===== src/sv/pwe_pkg.sv =====
// ----------------------------------------------------------------------------
// pwe_pkg
// Shared constants for the pooling window engine: register indexes, reset
// values, pooling mode codes, output range and default parameters.
// ----------------------------------------------------------------------------
package pwe_pkg;

  // default parameter values
  localparam int MAX_DIM_DEF     = 32;
  localparam int MAX_WINDOW_DEF  = 8;
  localparam int SAMPLE_BITS_DEF = 16;

  // configuration register indexes
  localparam logic [2:0] REG_POOL_MODE    = 3'd0;
  localparam logic [2:0] REG_PLANE_WIDTH  = 3'd1;
  localparam logic [2:0] REG_PLANE_HEIGHT = 3'd2;
  localparam logic [2:0] REG_WINDOW_SIZE  = 3'd3;
  localparam logic [2:0] REG_STEP_SIZE    = 3'd4;
  localparam logic [2:0] REG_PAD_AMOUNT   = 3'd5;

  // pooling modes; the unused code pools as maximum
  localparam logic [1:0] MODE_MAX = 2'd0;
  localparam logic [1:0] MODE_AVG = 2'd1;
  localparam logic [1:0] MODE_MIN = 2'd2;

  // register reset values
  localparam logic [1:0] POOL_MODE_RST    = MODE_MAX;
  localparam logic [5:0] PLANE_WIDTH_RST  = 6'd5;
  localparam logic [5:0] PLANE_HEIGHT_RST = 6'd5;
  localparam logic [3:0] WINDOW_SIZE_RST  = 4'd3;
  localparam logic [3:0] STEP_SIZE_RST    = 4'd1;
  localparam logic [2:0] PAD_AMOUNT_RST   = 3'd0;

  // window coordinate width: covers 63*15 plus a window side, signed
  localparam int COORD_W = 12;
  // divisor width: window area of a 4-bit side
  localparam int DIV_W = 8;
  // fraction bits of the result
  localparam int FRAC_W = 8;

  localparam int OUT_MAX = 8388607;
  localparam int OUT_MIN = -8388608;

endpackage


===== src/sv/pwe_div.sv =====
// ----------------------------------------------------------------------------
// pwe_div
// Restoring divider for the window average: one quotient bit per cycle,
// dividend is the sum magnitude with fraction bits appended, result signed
// and truncated toward zero.
// ----------------------------------------------------------------------------
module pwe_div #(
  parameter int MAG_W = 24
) (
  input  logic                                    clk,
  input  logic                                    rst,
  input  logic                                    start,
  input  logic                                    neg,
  input  logic [MAG_W-1:0]                        mag,
  input  logic [pwe_pkg::DIV_W-1:0]               divisor,
  output logic                                    done,
  output logic signed [MAG_W+pwe_pkg::FRAC_W:0]   quotient
);

  localparam int QW   = MAG_W + pwe_pkg::FRAC_W;
  localparam int CNTW = $clog2(QW + 1);
  localparam int DW   = pwe_pkg::DIV_W;

  logic [QW-1:0]   acc;
  logic [DW-1:0]   rem;
  logic [DW-1:0]   dvs;
  logic            neg_q;
  logic [CNTW-1:0] cnt;

  logic [DW:0]     cand;
  logic            fits;
  logic [DW-1:0]   rem_next;

  always_comb begin
    cand     = {rem, acc[QW-1]};
    fits     = cand >= {1'b0, dvs};
    rem_next = fits ? DW'(cand - {1'b0, dvs}) : cand[DW-1:0];
  end

  always_ff @(posedge clk) begin
    if (rst) begin
      cnt  <= '0;
      done <= 1'b0;
    end else begin
      done <= 1'b0;
      if (start) begin
        cnt <= CNTW'(QW);
      end else if (cnt != '0) begin
        cnt <= cnt - 1'b1;
        if (cnt == CNTW'(1)) begin
          done <= 1'b1;
        end
      end
    end
  end

  // quotient bits shift in where the dividend bits leave
  always_ff @(posedge clk) begin
    if (start) begin
      acc   <= {mag, {pwe_pkg::FRAC_W{1'b0}}};
      rem   <= '0;
      dvs   <= divisor;
      neg_q <= neg;
    end else if (cnt != '0) begin
      acc <= {acc[QW-2:0], fits};
      rem <= rem_next;
    end
  end

  assign quotient = neg_q ? -$signed({1'b0, acc}) : $signed({1'b0, acc});

endmodule


===== config.mk =====
export PLATFORM = sky130hd
export DESIGN_NAME = pwe_div
export DESIGN_NICKNAME = d
export VERILOG_FILES = /design/src/sv/pwe_pkg.sv /design/src/sv/pwe_div.sv
export SDC_FILE = /design/constraint.sdc
export NUM_CORES = 1
export LEC_CHECK = 0
export BUFFER_PORTS_ARGS = -buffer_cell sky130_fd_sc_hd__buf_2
export CAP_MARGIN = 10
export CORE_MARGIN = 5
export CORE_UTILIZATION = 42
export DETAILED_ROUTE_END_ITERATION = 12
export GPL_TIMING_DRIVEN = 0
export PLACE_DENSITY = 0.7
export SYNTH_ARGS = -nofsm -noshare
export SYNTH_HDL_FRONTEND = slang
export SYNTH_SLANG_ARGS = --single-unit

===== constraint.sdc =====
create_clock -name clk -period 2.1 [get_ports clk]
set_input_delay 0.42 -clock clk [delete_from_list [all_inputs] [get_ports clk]]
set_output_delay 0.42 -clock clk [all_outputs]
set_load 0.05 [all_outputs]

# Word-level counts from Yosys, hierarchy flattened
# Cells that the tools add are included.
[word_totals]
word_cells = 25
out_inout_bits = 34
inputBits = 36
ff_bits = 56
[op_classes]
bitwise_logic = 1
order_cmp = 1
addsub = 3
n_mux = 7
n_reduce_logical = 4
eq_ne = 1
[ops]
columns = ["op", "count"]
rows = [
  ["2-to-1 mux 32 bit", 2],
  ["2-to-1 mux 33 bit", 1],
  ["negation 32 -> 33 bit", 1],
  ["2-to-1 mux 6 bit", 2],
  [">= comparator 9 x 8 -> 1 bit", 1],
  ["2-to-1 mux 8 bit", 1],
  ["subtractor 8 bit", 1],
  ["== test 6 x 1 -> 1 bit, second input constant", 1],
  ["nonzero test 6 bit", 1],
  ["subtractor 6 x 1 -> 6 bit, second input constant", 1],
  ["OR reduction 3 bit", 1],
  ["nonzero test 2 bit", 1],
  ["OR reduction 2 bit", 1],
  ["2-to-1 mux 1 bit", 1],
  ["NOT 1 bit", 1],
]

# Depth between registers and ports, before layout
# Gate-level depths: netlist of run 1.
[logic_depth]
ltp_word = 3
ltp_mapped = 8
mapped_depth_nobuf = 8

# Worst setup path before layout of run 1
# No wires, ideal clock.
[synth_path]
path_kind = "register -> output"
start = "register acc[27]"
end = "output quotient[31] in the netlist's numbering"
stages_incl_launch_ff = 6
slack_ns = -0.468
path_buffers = 0
required_time_ns = 1.680
arrival_time_ns = 2.148
cell_sequence = "edfxtp_1 > or4_1 > or2_2 > or3_1 > o21ai_2 > xnor2_1"
[synth_via]
elab_chain_cells = 2
[synth_rtl]
columns = ["element", "line", "rtl"]
rows = [
  ["from (decl)", "pwe_div.sv:24", "logic [QW-1:0] acc;"],
  ["from (signal assigned)", "pwe_div.sv:60", "acc <= {mag, {pwe_pkg::FRAC_W{1'b0}}};"],
  ["from (signal assigned)", "pwe_div.sv:65", "acc <= {acc[QW-2:0], fits};"],
  ["negation 32 -> 33 bit", "pwe_div.sv:70", "assign quotient = neg_q ? -$signed({1'b0, acc}) : $signed({1'b0, acc});"],
  ["2-to-1 mux 33 bit", "pwe_div.sv:70", ""],
  ["to (decl)", "pwe_div.sv:17", "output logic signed [MAG_W+pwe_pkg::FRAC_W:0] quotient"],
]
# No other way between the ends.

# Worst setup path after layout of run 1
[layout_path]
start = "register acc[17]"
end = "output quotient[30] in the netlist's numbering"
# Same word-level chain as after synthesis.

==> results of run 1 <==
==> per-layer routing <==
layer | up-vias | GRT usage [%] | wire [µm]
met3 | 11 | 2.89 | 436
met5 | - | 0 | 0
met2 | 90 | 34.3 | 5210
li1 | 1643 | - | -
met4 | 0 | 5.11 | 119
met1 | 1602 | 24.8 | 4270
==> flip-flops by register name (all words and copies together), names as in the netlist <==
register / count
acc: 32
dvs: 8
rem: 8
cnt: 6
done: 1
neg_q: 1
==> cells by family (layout without fill, tap and decap cells) <==
kind of cell    after synthesis  count (layout)
compound gates               98              98
fa+ha+maj                    13              13
mux                           2               2
buf+inv                      35             151
xor+xnor                     37              37
simple gates                158             158
flops                        56              56
==> cell usage in the layout (no fill, tap or decap), types with 4 or more instances in the layout <==
cell,n
xnor2_4,7
buf_4,49
buf_2,39
nor3_1,6
nor2_1,24
xnor2_1,13
inv_1,14
nand3_1,9
o31ai_4,5
ha_1,10
clkbuf_8,5
a21oi_1,13
nand2b_1,5
dfxtp_1,16
a21oi_4,4
o41ai_4,4
buf_6,25
clkbuf_1,11
o21ai_0,30
a311oi_1,4
o21ai_4,4
xnor2_2,14
nand2_1,74
dfxtp_4,4
nand2_4,5
o21ai_2,7
or4_4,4
edfxtp_1,33
==> synthesized netlist by cell type, types with 2 or more instances <==
cell,number
a21o_1,3
nand2b_1,7
nor2_1,25
xnor2_1,34
nand3_1,11
a311oi_1,4
o41ai_2,2
dfxtp_1,23
ha_1,12
inv_1,14
a211o_1,3
o21ai_0,41
and3_1,2
and2_1,2
nand2_1,81
a31oi_1,2
o211ai_1,2
xor2_1,3
or3_1,4
o41ai_1,2
a211oi_1,3
edfxtp_1,33
or4_4,2
o31ai_1,6
o22ai_1,2
clkbuf_1,18
nor3b_1,2
or2_2,3
nor3_1,6
or4_1,3
a21oi_1,18
==> per-stage QoR <==
stage | hold slack [ps] | worst slack [ps] | setup TNS, ps | total power, mW
finish | 273 | -897 | -16940 | 7.52
floorplan | 471 | -323 | -5090 | 4.99
detailed placement | 505 | -835 | -32360 | 5.83
CTS | 266 | -871 | -15500 | 7.24
global placement | 488 | -752 | -29720 | 5.77
global route | 264 | -972 | -19010 | 7.92
==> critical path, stage by stage (launching register included) <==
cell	delay [ps]
edfxtp_1	420
or4_4	610
nor4_4	300
nand4_1	170
buf_6	160
o31ai_4	250
xnor2_4	150
buf_6	180
==> path summary, 6_finish.rpt <==
| path | endpoint | slack (ps) | cells after the start |
|---|---|---|---|
| worst min-delay path | dvs[4] | 270 | 1 |
| worst min register to register | acc[2] | 500 | 2 |
| worst max register to register | rem[4] | 70 | 8 |
| worst max-delay path | quotient[30] | -900 | 7 |
==> power by group <==
| group | internal (mW) | switching [mW] |
|---|---|---|
| clock | 0.239 | 0.382 |
| combinational | 2.01 | 3.05 |
| sequential | 1.52 | 0.331 |
==> area by class of cell <==
type	instances	area (µm²)	area share [%]
clock buffer	6	72.6	1.39
timing repair buffer	111	836	16.1
clock inverter	2	16.3	0.313
multi-input combinational	308	2520	48.4
sequential	56	1470	28.3
buffer	18	104	2.00
inverter	14	52.6	1.01
tap	105	131	2.52
==> what timing repair did <==
item,in CTS,in global routing
setup endpoints to repair,68,66
gates resized for setup,111,37
buffers inserted,29,14
pin swaps,17,23
==> impl_metrics.yaml, run 1 <==
timing:
  slew_violations: 0
  setup_viol: 27
  layout_setup_ws_ps: -897
  relSlewSlack_pct: 63.8
  min_period_over_period_pct: 143
  finalCriticalPeriod_ps: 3000
  hold_viol: 0
  worstMarginPinSlew_ps: 543
  rsz0062_at_grt: "true"
  max_freq_mhz: 334
  clock-skew-final_ps: 18.0
grt:
  antenna_found_initial: 0
  overflow: 0
  grt_max_degree: 25
  grt_first_pass_wirelength_um: 16000
  grt_pass1_vias: 3283
  track_usage_pct: 19.4
place:
  post_dp_cell_area_um2: 4280
  globalplace.congestion: 0.868
  placedCellCount: 573
  numPortBuffers: 69
  place_hpwl_um: 6560
run_status:
  violations: "negative setup slack"
  outcome: "complete, but fails checks"
synth:
  synth_area_leader_cell: "edfxtp_1"
  ys_warn_count: 0
  synthFlopType: "edfxtp_1"
  muxShareOfSynthArea_pct: 0.609
  synth.top_cell.area_share_pct: 28.4
  synth_compound_area_share_pct: 18.1
  synth_area_um2: 3490
  post_synth.cell_area_avg_um2: 8.76
  yosys.area_share.simple_pct: 21.7
  synth.area.top_cells: "edfxtp_1, dfxtp_1, nand2_1"
  synth-edff-count: 33
  ys_seq_area_share_pct: 41.5
  synth_top_family_by_area: "simple AND/OR/NAND/NOR gates"
  syn_inst: 399
  async_flop_share_pct: 0
  synth_xor_area_share_pct: 9.28
  ys_ff_latch: 56
  synth_cell_types: 57
  synth_fa_ha_area_share_pct: 4.87
  synth_fp_nets: 448
clock_tree:
  htree_levels: 2
  clk_pin_slew_ps: 110
  hold_buffers: 0
  clock_latency_ps: 320
  clock_path_buffers: 2
  cts-root-buf: "clkbuf_8"
  cts_made_buffers: 5
  cts_sinks: 56
  tritoncts: "yes"
route:
  wire_per_inst_um: 16.2
  drtIter0Drc: 102
  drc: 0
  postRouteAntennaNets: 0
  num_vias: 3346
  drt-pass1-iter-count: 5
  via_per_inst: 5.40
  drt_wl_total_um: 10000
critical_path:
  timing.rr.start: "acc[31]"
  cp.required_ps: 1680
  cp-startpoint: "acc[17]"
  critPathKind: "register to output port"
  crit_arrival_ps: 2580
  cp_max_fo: 4
  cp-end-kind: "output port"
  start_kind: "register"
finish:
  instances_no_fill: 620
  n_fill_cell: 628
  final_area_um2: 5200
  drive_gt1_share_pct: 41.0
  synthToLayoutAreaGrowth_pct: 49.0
  final_util_pct: 63.7
  fin_nets: 563
  antenna_cells: 0
floorplanning:
  dieArea_um2: 10200
  io-pin-count: 70
  rows: 33
  core_um2: 8180
  die_w_um: 101
  die_height_um: 101
  start_util_pct: 42.7
power:
  irDropWorstVdd_v: 0.000502
  pwr_density_cell_nw_per_um2: 1450
  leakagePower_nw: 2.14
worst_hold_path:
  hold_path_class: "primary input to register"
  min_from: "divisor[4]"
job:
  max-cap-violations: 0
No activity file was read; power rests on OpenSTA's default activity.
==> run 2, diff against run 1 <==
--- a/config.mk
+++ b/config.mk
@@ -8,10 +8,10 @@
 export BUFFER_PORTS_ARGS = -buffer_cell sky130_fd_sc_hd__buf_2
 export CAP_MARGIN = 10
 export CORE_MARGIN = 5
-export CORE_UTILIZATION = 42
+export CORE_UTILIZATION = 50
 export DETAILED_ROUTE_END_ITERATION = 12
 export GPL_TIMING_DRIVEN = 0
-export PLACE_DENSITY = 0.7
+export PLACE_DENSITY = 0.8
 export SYNTH_ARGS = -nofsm -noshare
 export SYNTH_HDL_FRONTEND = slang
 export SYNTH_SLANG_ARGS = --single-unit
==> run 2 against run 1 <==
  * The flow still finishes with violations (negative setup slack)
  * Setup slack got worse by 40 ps
  * Die area fell by 14%
  * Global-route usage rose by 5.1 points
  * Power rose by 4.9%
  * Combinational power rose by 6.9%
  * Sequential power rose by 2%
  * Non-clock buffer count rose by 5
  * Clock power fell by 3%
  * Maximum frequency fell by 1.3%
  * Worst hold slack got worse by 1.9 ps
  * First-iteration DRC count rose to 2.7 times the previous value
  * Final cell count fell by 0.65%
==> impl_metrics.yaml, run 2 (synthesized netlist as in run 1, its figures left out) <==
run_status:
  outcome: "complete, but fails checks"
  violations: "negative setup slack"
finish:
  largest_reg_flops: 32
  regMostFlops: "acc"
  n_fill_cell: 393
  antenna_cells: 0
  drive_gt1_share_pct: 43.1
  final_area_um2: 5320
  layout_common_cells: "nand2_1, buf_4, buf_2, edfxtp_1, o21ai_0"
  register_area_um2: 1470
  synthToLayoutAreaGrowth_pct: 52.1
  fin_nets: 568
  final_common_cell: "nand2_1"
  largestRegisters: "acc (32), dvs (8), rem (8)"
  multi_input_comb_area_um2: 2610
timing:
  layout_setup_ws_ps: -937
  slew_violations: 0
  hold_viol: 0
  setup_viol: 30
  max_freq_mhz: 329
  min_period_over_period_pct: 145
  worstMarginPinSlew_ps: 535
  relSlewSlack_pct: 64.3
  finalCriticalPeriod_ps: 3040
  finalHoldWorstSlack_ps: 271
  rsz0062_at_grt: "true"
  clock-skew-final_ps: 16.1
critical_path:
  critPathKind: "register to output port"
  crit_arrival_ps: 2620
  cp-startpoint: "acc[19]"
  timing.rr.start: "acc[31]"
  start_kind: "register"
  cp.required_ps: 1680
  cp_max_fo: 4
  cp-end-kind: "output port"
power:
  p_int_mw: 3.88
  power_mw: 7.89
  pwr_density_cell_nw_per_um2: 1480
  pwr-share-seq_pct: 23.9
  irDropWorstVdd_v: 0.000784
  clkPwrFrac_pct: 7.6
  leakagePower_nw: 2.18
  switching_power_mw: 4.01
  netSwitchingFraction_pct: 50.9
  combPwrFrac_pct: 68.4
floorplanning:
  core_um2: 6790
  dieArea_um2: 8760
  die_w_um: 93.6
  die_height_um: 93.6
  start_util_pct: 51.4
  io-pin-count: 70
  rows: 30
clock_tree:
  hold_buffers: 0
  cts-root-buf: "clkbuf_8"
  clock_path_buffers: 2
  tritoncts: "yes"
  cts_made_buffers: 5
  clk_pin_slew_ps: 110
  clock_latency_ps: 320
  cts_sinks: 56
  htree_levels: 2
place:
  pre_cts_ws_ps: -805
  place_hpwl_um: 6730
  post_dp_cell_area_um2: 4270
  globalplace.congestion: 0.922
  numPortBuffers: 69
route:
  drt_wl_total_um: 12600
  drt-pass1-iter-count: 5
  via_per_inst: 5.97
  drtIter0Drc: 271
  num_vias: 3678
  postRouteAntennaNets: 0
  drc: 0
  wire_per_inst_um: 20.4
grt:
  grt_max_degree: 25
  grt_first_pass_wirelength_um: 17100
  antenna_found_initial: 0
  track_usage_pct: 24.5
  overflow: 0
  grt_pass1_vias: 3550
job:
  max-cap-violations: 0
worst_hold_path:
  hold_path_class: "primary input to register"
  min_from: "divisor[4]"
-- run 2: per-layer routing --
metal | up-vias | GRT usage (%) | wire, µm
met5 | - | 0 | 0
met4 | 0 | 8.18 | 521
met3 | 48 | 2.90 | 637
met2 | 176 | 45.1 | 6580
met1 | 1792 | 29.5 | 4840
li1 | 1662 | - | -
-- run 2: path summary, 6_finish.rpt --
| path | to | slack (ps) | depth (start not counted) |
|---|---|---|---|
| setup reg to reg | rem[4] | 80 | 8 |
| setup / recovery | quotient[30] | -940 | 6 |
| hold reg to reg | acc[1] | 500 | 2 |
| hold / removal | dvs[4] | 270 | 1 |
-- run 2: power by group through the flow --
| stage | combinational [mW] | sequential [mW] | clock (mW) |
|---|---|---|---|
| 5_1_grt | 5.68 | 1.91 | 0.639 |
| 4_1_cts | 4.81 | 1.83 | 0.598 |
| 6_report | 5.40 | 1.89 | 0.603 |
| 2_1_floorplan | 3.12 | 1.86 | 0 |
| 3_5_place_dp | 3.87 | 1.97 | 0 |
| 3_3_place_gp | 3.80 | 1.95 | 0 |
-- run 2: per-stage QoR --
step | setup TNS [ps] | utilization [%] | cells
2_1_floorplan | -5090 | - | 399
3_3_place_gp | -28660 | 62.9 | 564
3_5_place_dp | -31400 | 62.9 | 564
4_1_cts | -15670 | 73.4 | 601
5_1_grt | -19440 | 78.2 | 616
6_report | -18010 | 78.2 | 616
-- run 2: critical path: stages, from the launching register on --
cell,delay (ps)
edfxtp_1,430
or4_4,590
nor4_4,300
nand4_1,290
o31ai_4,340
xnor2_4,160
buf_6,180
-- run 2: timing repair --
action / 4_1_cts / 5_1_grt
setup buffers: 30 / 17
gates resized for setup: 110 / 61
pin swaps: 21 / 26
endpoints found under the setup margin: 64 / 60
-- run 2: cell type report --
cell class | count | area share (%)
clock inverter | 2 | 0.212
timing repair buffer | 115 | 16.5
multi-input combinational | 308 | 49.1
buffer | 19 | 1.88
inverter | 14 | 0.989
clock buffer | 6 | 1.37
tap | 96 | 2.26
sequential | 56 | 27.7
==> run 3, diff against run 2 <==
--- a/config.mk
+++ b/config.mk
@@ -5,12 +5,13 @@
 export SDC_FILE = /design/constraint.sdc
 export NUM_CORES = 1
 export LEC_CHECK = 0
+export ABC_AREA = 1
 export BUFFER_PORTS_ARGS = -buffer_cell sky130_fd_sc_hd__buf_2
 export CAP_MARGIN = 10
 export CORE_MARGIN = 5
 export CORE_UTILIZATION = 50
+export CTS_CLUSTER_DIAMETER = 60
 export DETAILED_ROUTE_END_ITERATION = 12
-export GPL_TIMING_DRIVEN = 0
 export PLACE_DENSITY = 0.8
 export SYNTH_ARGS = -nofsm -noshare
 export SYNTH_HDL_FRONTEND = slang
==> run 3 against run 2 <==
  * The flow still finishes with violations (negative setup slack)
  * Flip-flop and latch count stayed put
  * Sequential share of layout area shrank 0.13 points
  * Clock skew decreased by 1.6 ps
  * Maximum frequency up 24%
  * Setup slack gained 590 ps
==> impl_metrics.yaml, run 3 <==
timing:
  relSlewSlack_pct: 63.8
  min_period_over_period_pct: 116
  hold_viol: 0
  finalCriticalPeriod_ps: 2450
  rsz0062_at_grt: "true"
  clock-skew-final_ps: 14.4
  slew_violations: 0
  worstMarginPinSlew_ps: 538
  setup_viol: 23
  max_freq_mhz: 409
  layout_setup_ws_ps: -346
worst_hold_path:
  holdPathStages: 1
  min_from: "divisor[1]"
  min_to: "dvs[1]"
  hold_path_class: "primary input to register"
grt:
  top_usage_layer: "met2"
  gr-usage-met3_pct: 3.95
  grtUsageMet1_pct: 23.1
  grt_max_degree: 45
  antenna_found_initial: 0
  track_usage_pct: 20.9
  grt_first_pass_wirelength_um: 16600
  overflow: 0
  grt_pass1_vias: 3736
  use_met2_pct: 39.4
critical_path:
  r2r-end: "rem[4]"
  timing.rr.start: "acc[31]"
  cp_max_fo: 4
  r2r_slack_ps: 150
  cp-end-kind: "output port"
  start_kind: "register"
  cp.required_ps: 1680
  crit_arrival_ps: 2030
  rr_worst_depth: 9
  critPathKind: "register to output port"
synth:
  ys_top_cells_by_count: "nand2_1, inv_1, nand3_1, nor2_1, edfxtp_1"
  ys_warn_count: 0
  async_flop_share_pct: 0
  synth_cell_types: 45
  ys_seq_area_share_pct: 37.9
  post_synth.cell_area_avg_um2: 7.71
  synth-edff-count: 33
  synth.top_cell.area_share_pct: 25.9
  synth.most_common_cell: "nand2_1"
  synth_fp_nets: 546
  synth.area.top_cells: "edfxtp_1, dfxtp_1, nand2_1"
  syn_inst: 497
  ys_ff_latch: 56
  synth_area_um2: 3830
  synth_area_leader_cell: "edfxtp_1"
  synthFlopType: "edfxtp_1"
route:
  drt-pass1-iter-count: 5
  wire_per_inst_um: 16.1
  postRouteAntennaNets: 0
  num_vias: 3947
  drc: 0
  drt_wl_total_um: 11500
  drtIter0Drc: 239
  via_per_inst: 5.51
finish:
  layout_common_cells: "nand2_1, inv_1, buf_4, nand3_1, buf_2"
  largest_reg_flops: 32
  antenna_cells: 0
  regMostFlops: "acc"
  n_fill_cell: 549
  final_common_cell: "nand2_1"
  final_area_um2: 5300
  synthToLayoutAreaGrowth_pct: 38.2
  largestRegisters: "acc (32), dvs (8), rem (8)"
  final_util_pct: 69.6
  fin_nets: 662
  drive_gt1_share_pct: 38.9
clock_tree:
  cts_sinks: 56
  clock_latency_ps: 320
  clk_pin_slew_ps: 120
  hold_buffers: 0
  tritoncts: "yes"
  cts_made_buffers: 5
  cts-root-buf: "clkbuf_8"
  clock_path_buffers: 2
  htree_levels: 2
power:
  pwr_density_cell_nw_per_um2: 1490
  leakagePower_nw: 2.53
  p_int_mw: 3.78
  combPwrFrac_pct: 67.2
  netSwitchingFraction_pct: 52.0
  switching_power_mw: 4.09
  clkPwrFrac_pct: 9.3
  pwr-share-seq_pct: 23.6
  irDropWorstVdd_v: 0.000568
floorplanning:
  die_w_um: 97.5
  rows: 32
  die_height_um: 97.5
  dieArea_um2: 9510
  io-pin-count: 70
  start_util_pct: 50.4
  core_um2: 7610
place:
  post_dp_cell_area_um2: 4590
  numPortBuffers: 69
  globalplace.congestion: 0.931
  pre_cts_ws_ps: -17.5
  place_hpwl_um: 7240
run_status:
  violations: "negative setup slack"
  outcome: "complete, but fails checks"
job:
  max-cap-violations: 0
run 3: changes by cell type after synthesis, sizes merged, moves of 9 or more:
cell,previous run,this run
inv,14,65
nand3,12,61
clkbuf,18,9
xnor2,34,6
xor2,3,24
nand2,81,132
nor2,25,51
o21ai,42,21
nand4,1,10
run 3: kinds of logic (layout without fill, tap and decap cells):
family                   count (synthesis)  after routing  synth area share (%)
adder cells (fa/ha/maj)                 13             13                  4.44
buffers and inverters                   83            200                  8.43
flip-flops                              56             56                  37.9
AO/OA/AOI/OAI                           52             52                  8.49
XOR/XNOR                                30             30                  7.05
AND/OR/NAND/NOR                        263            263                  33.7
run 3: area by class of cell:
class	instances	area, µm²	share of cell area [%]
well taps	102	128	2.41
flip-flops and latches	56	1460	27.6
multi-input cells	358	2380	44.9
clock inverters	1	8.76	0.165
repair buffers	126	957	18.1
inverters	66	255	4.82
clock buffers	7	108	2.03
run 3: critical path: stages (launching register included):
cell,delay [ps]
edfxtp_1,460
nor2_1,170
inv_1,120
o21ai_0,460
nand3_4,140
xor2_2,180
buf_6,180
run 3: power by group through the flow:
stage	clock network, mW	logic (mW)	registers (mW)
floorplan	0	3.29	1.79
global placement	0	4.22	1.82
detailed placement	0	4.31	1.83
CTS	0.734	4.79	1.81
global route	0.788	5.62	1.88
finish	0.729	5.28	1.85
run 3: per-stage QoR:
step	TNS (ps)	instances	power [mW]	hold slack [ps]
detailed placement	-18.2	680	6.13	487
finish	-4920	716	7.86	276
global route	-6570	716	8.29	261
floorplan	-18.0	497	5.08	447
global placement	0	680	6.03	463
CTS	-2550	702	7.33	272
run 3: metal layers:
metal / wire length [µm] / up-vias
li1: - / 1837
met1: 4280 / 1893
met2: 6100 / 182
met3: 738 / 35
met4: 379 / 0
met5: 0 / -
run 3: how the worst max path moves through the flow:
stage	cells after the start	endpoint	start	slack, ps
floorplan	4	quotient[15]	neg_q	-8
global placement	6	quotient[27]	acc[20]	50
detailed placement	6	quotient[27]	acc[21]	-20
CTS	9	quotient[21]	acc[8]	-190
global route	6	quotient[22]	acc[18]	-440
finish	6	quotient[30]	acc[18]	-350
run 3: repair_timing:
| item | CTS | global route |
|---|---|---|
| resized for setup | 66 | 50 |
| endpoints found under the setup margin | 28 | 29 |
| pin swaps | 8 | 20 |
| setup buffers | 14 | 14 |
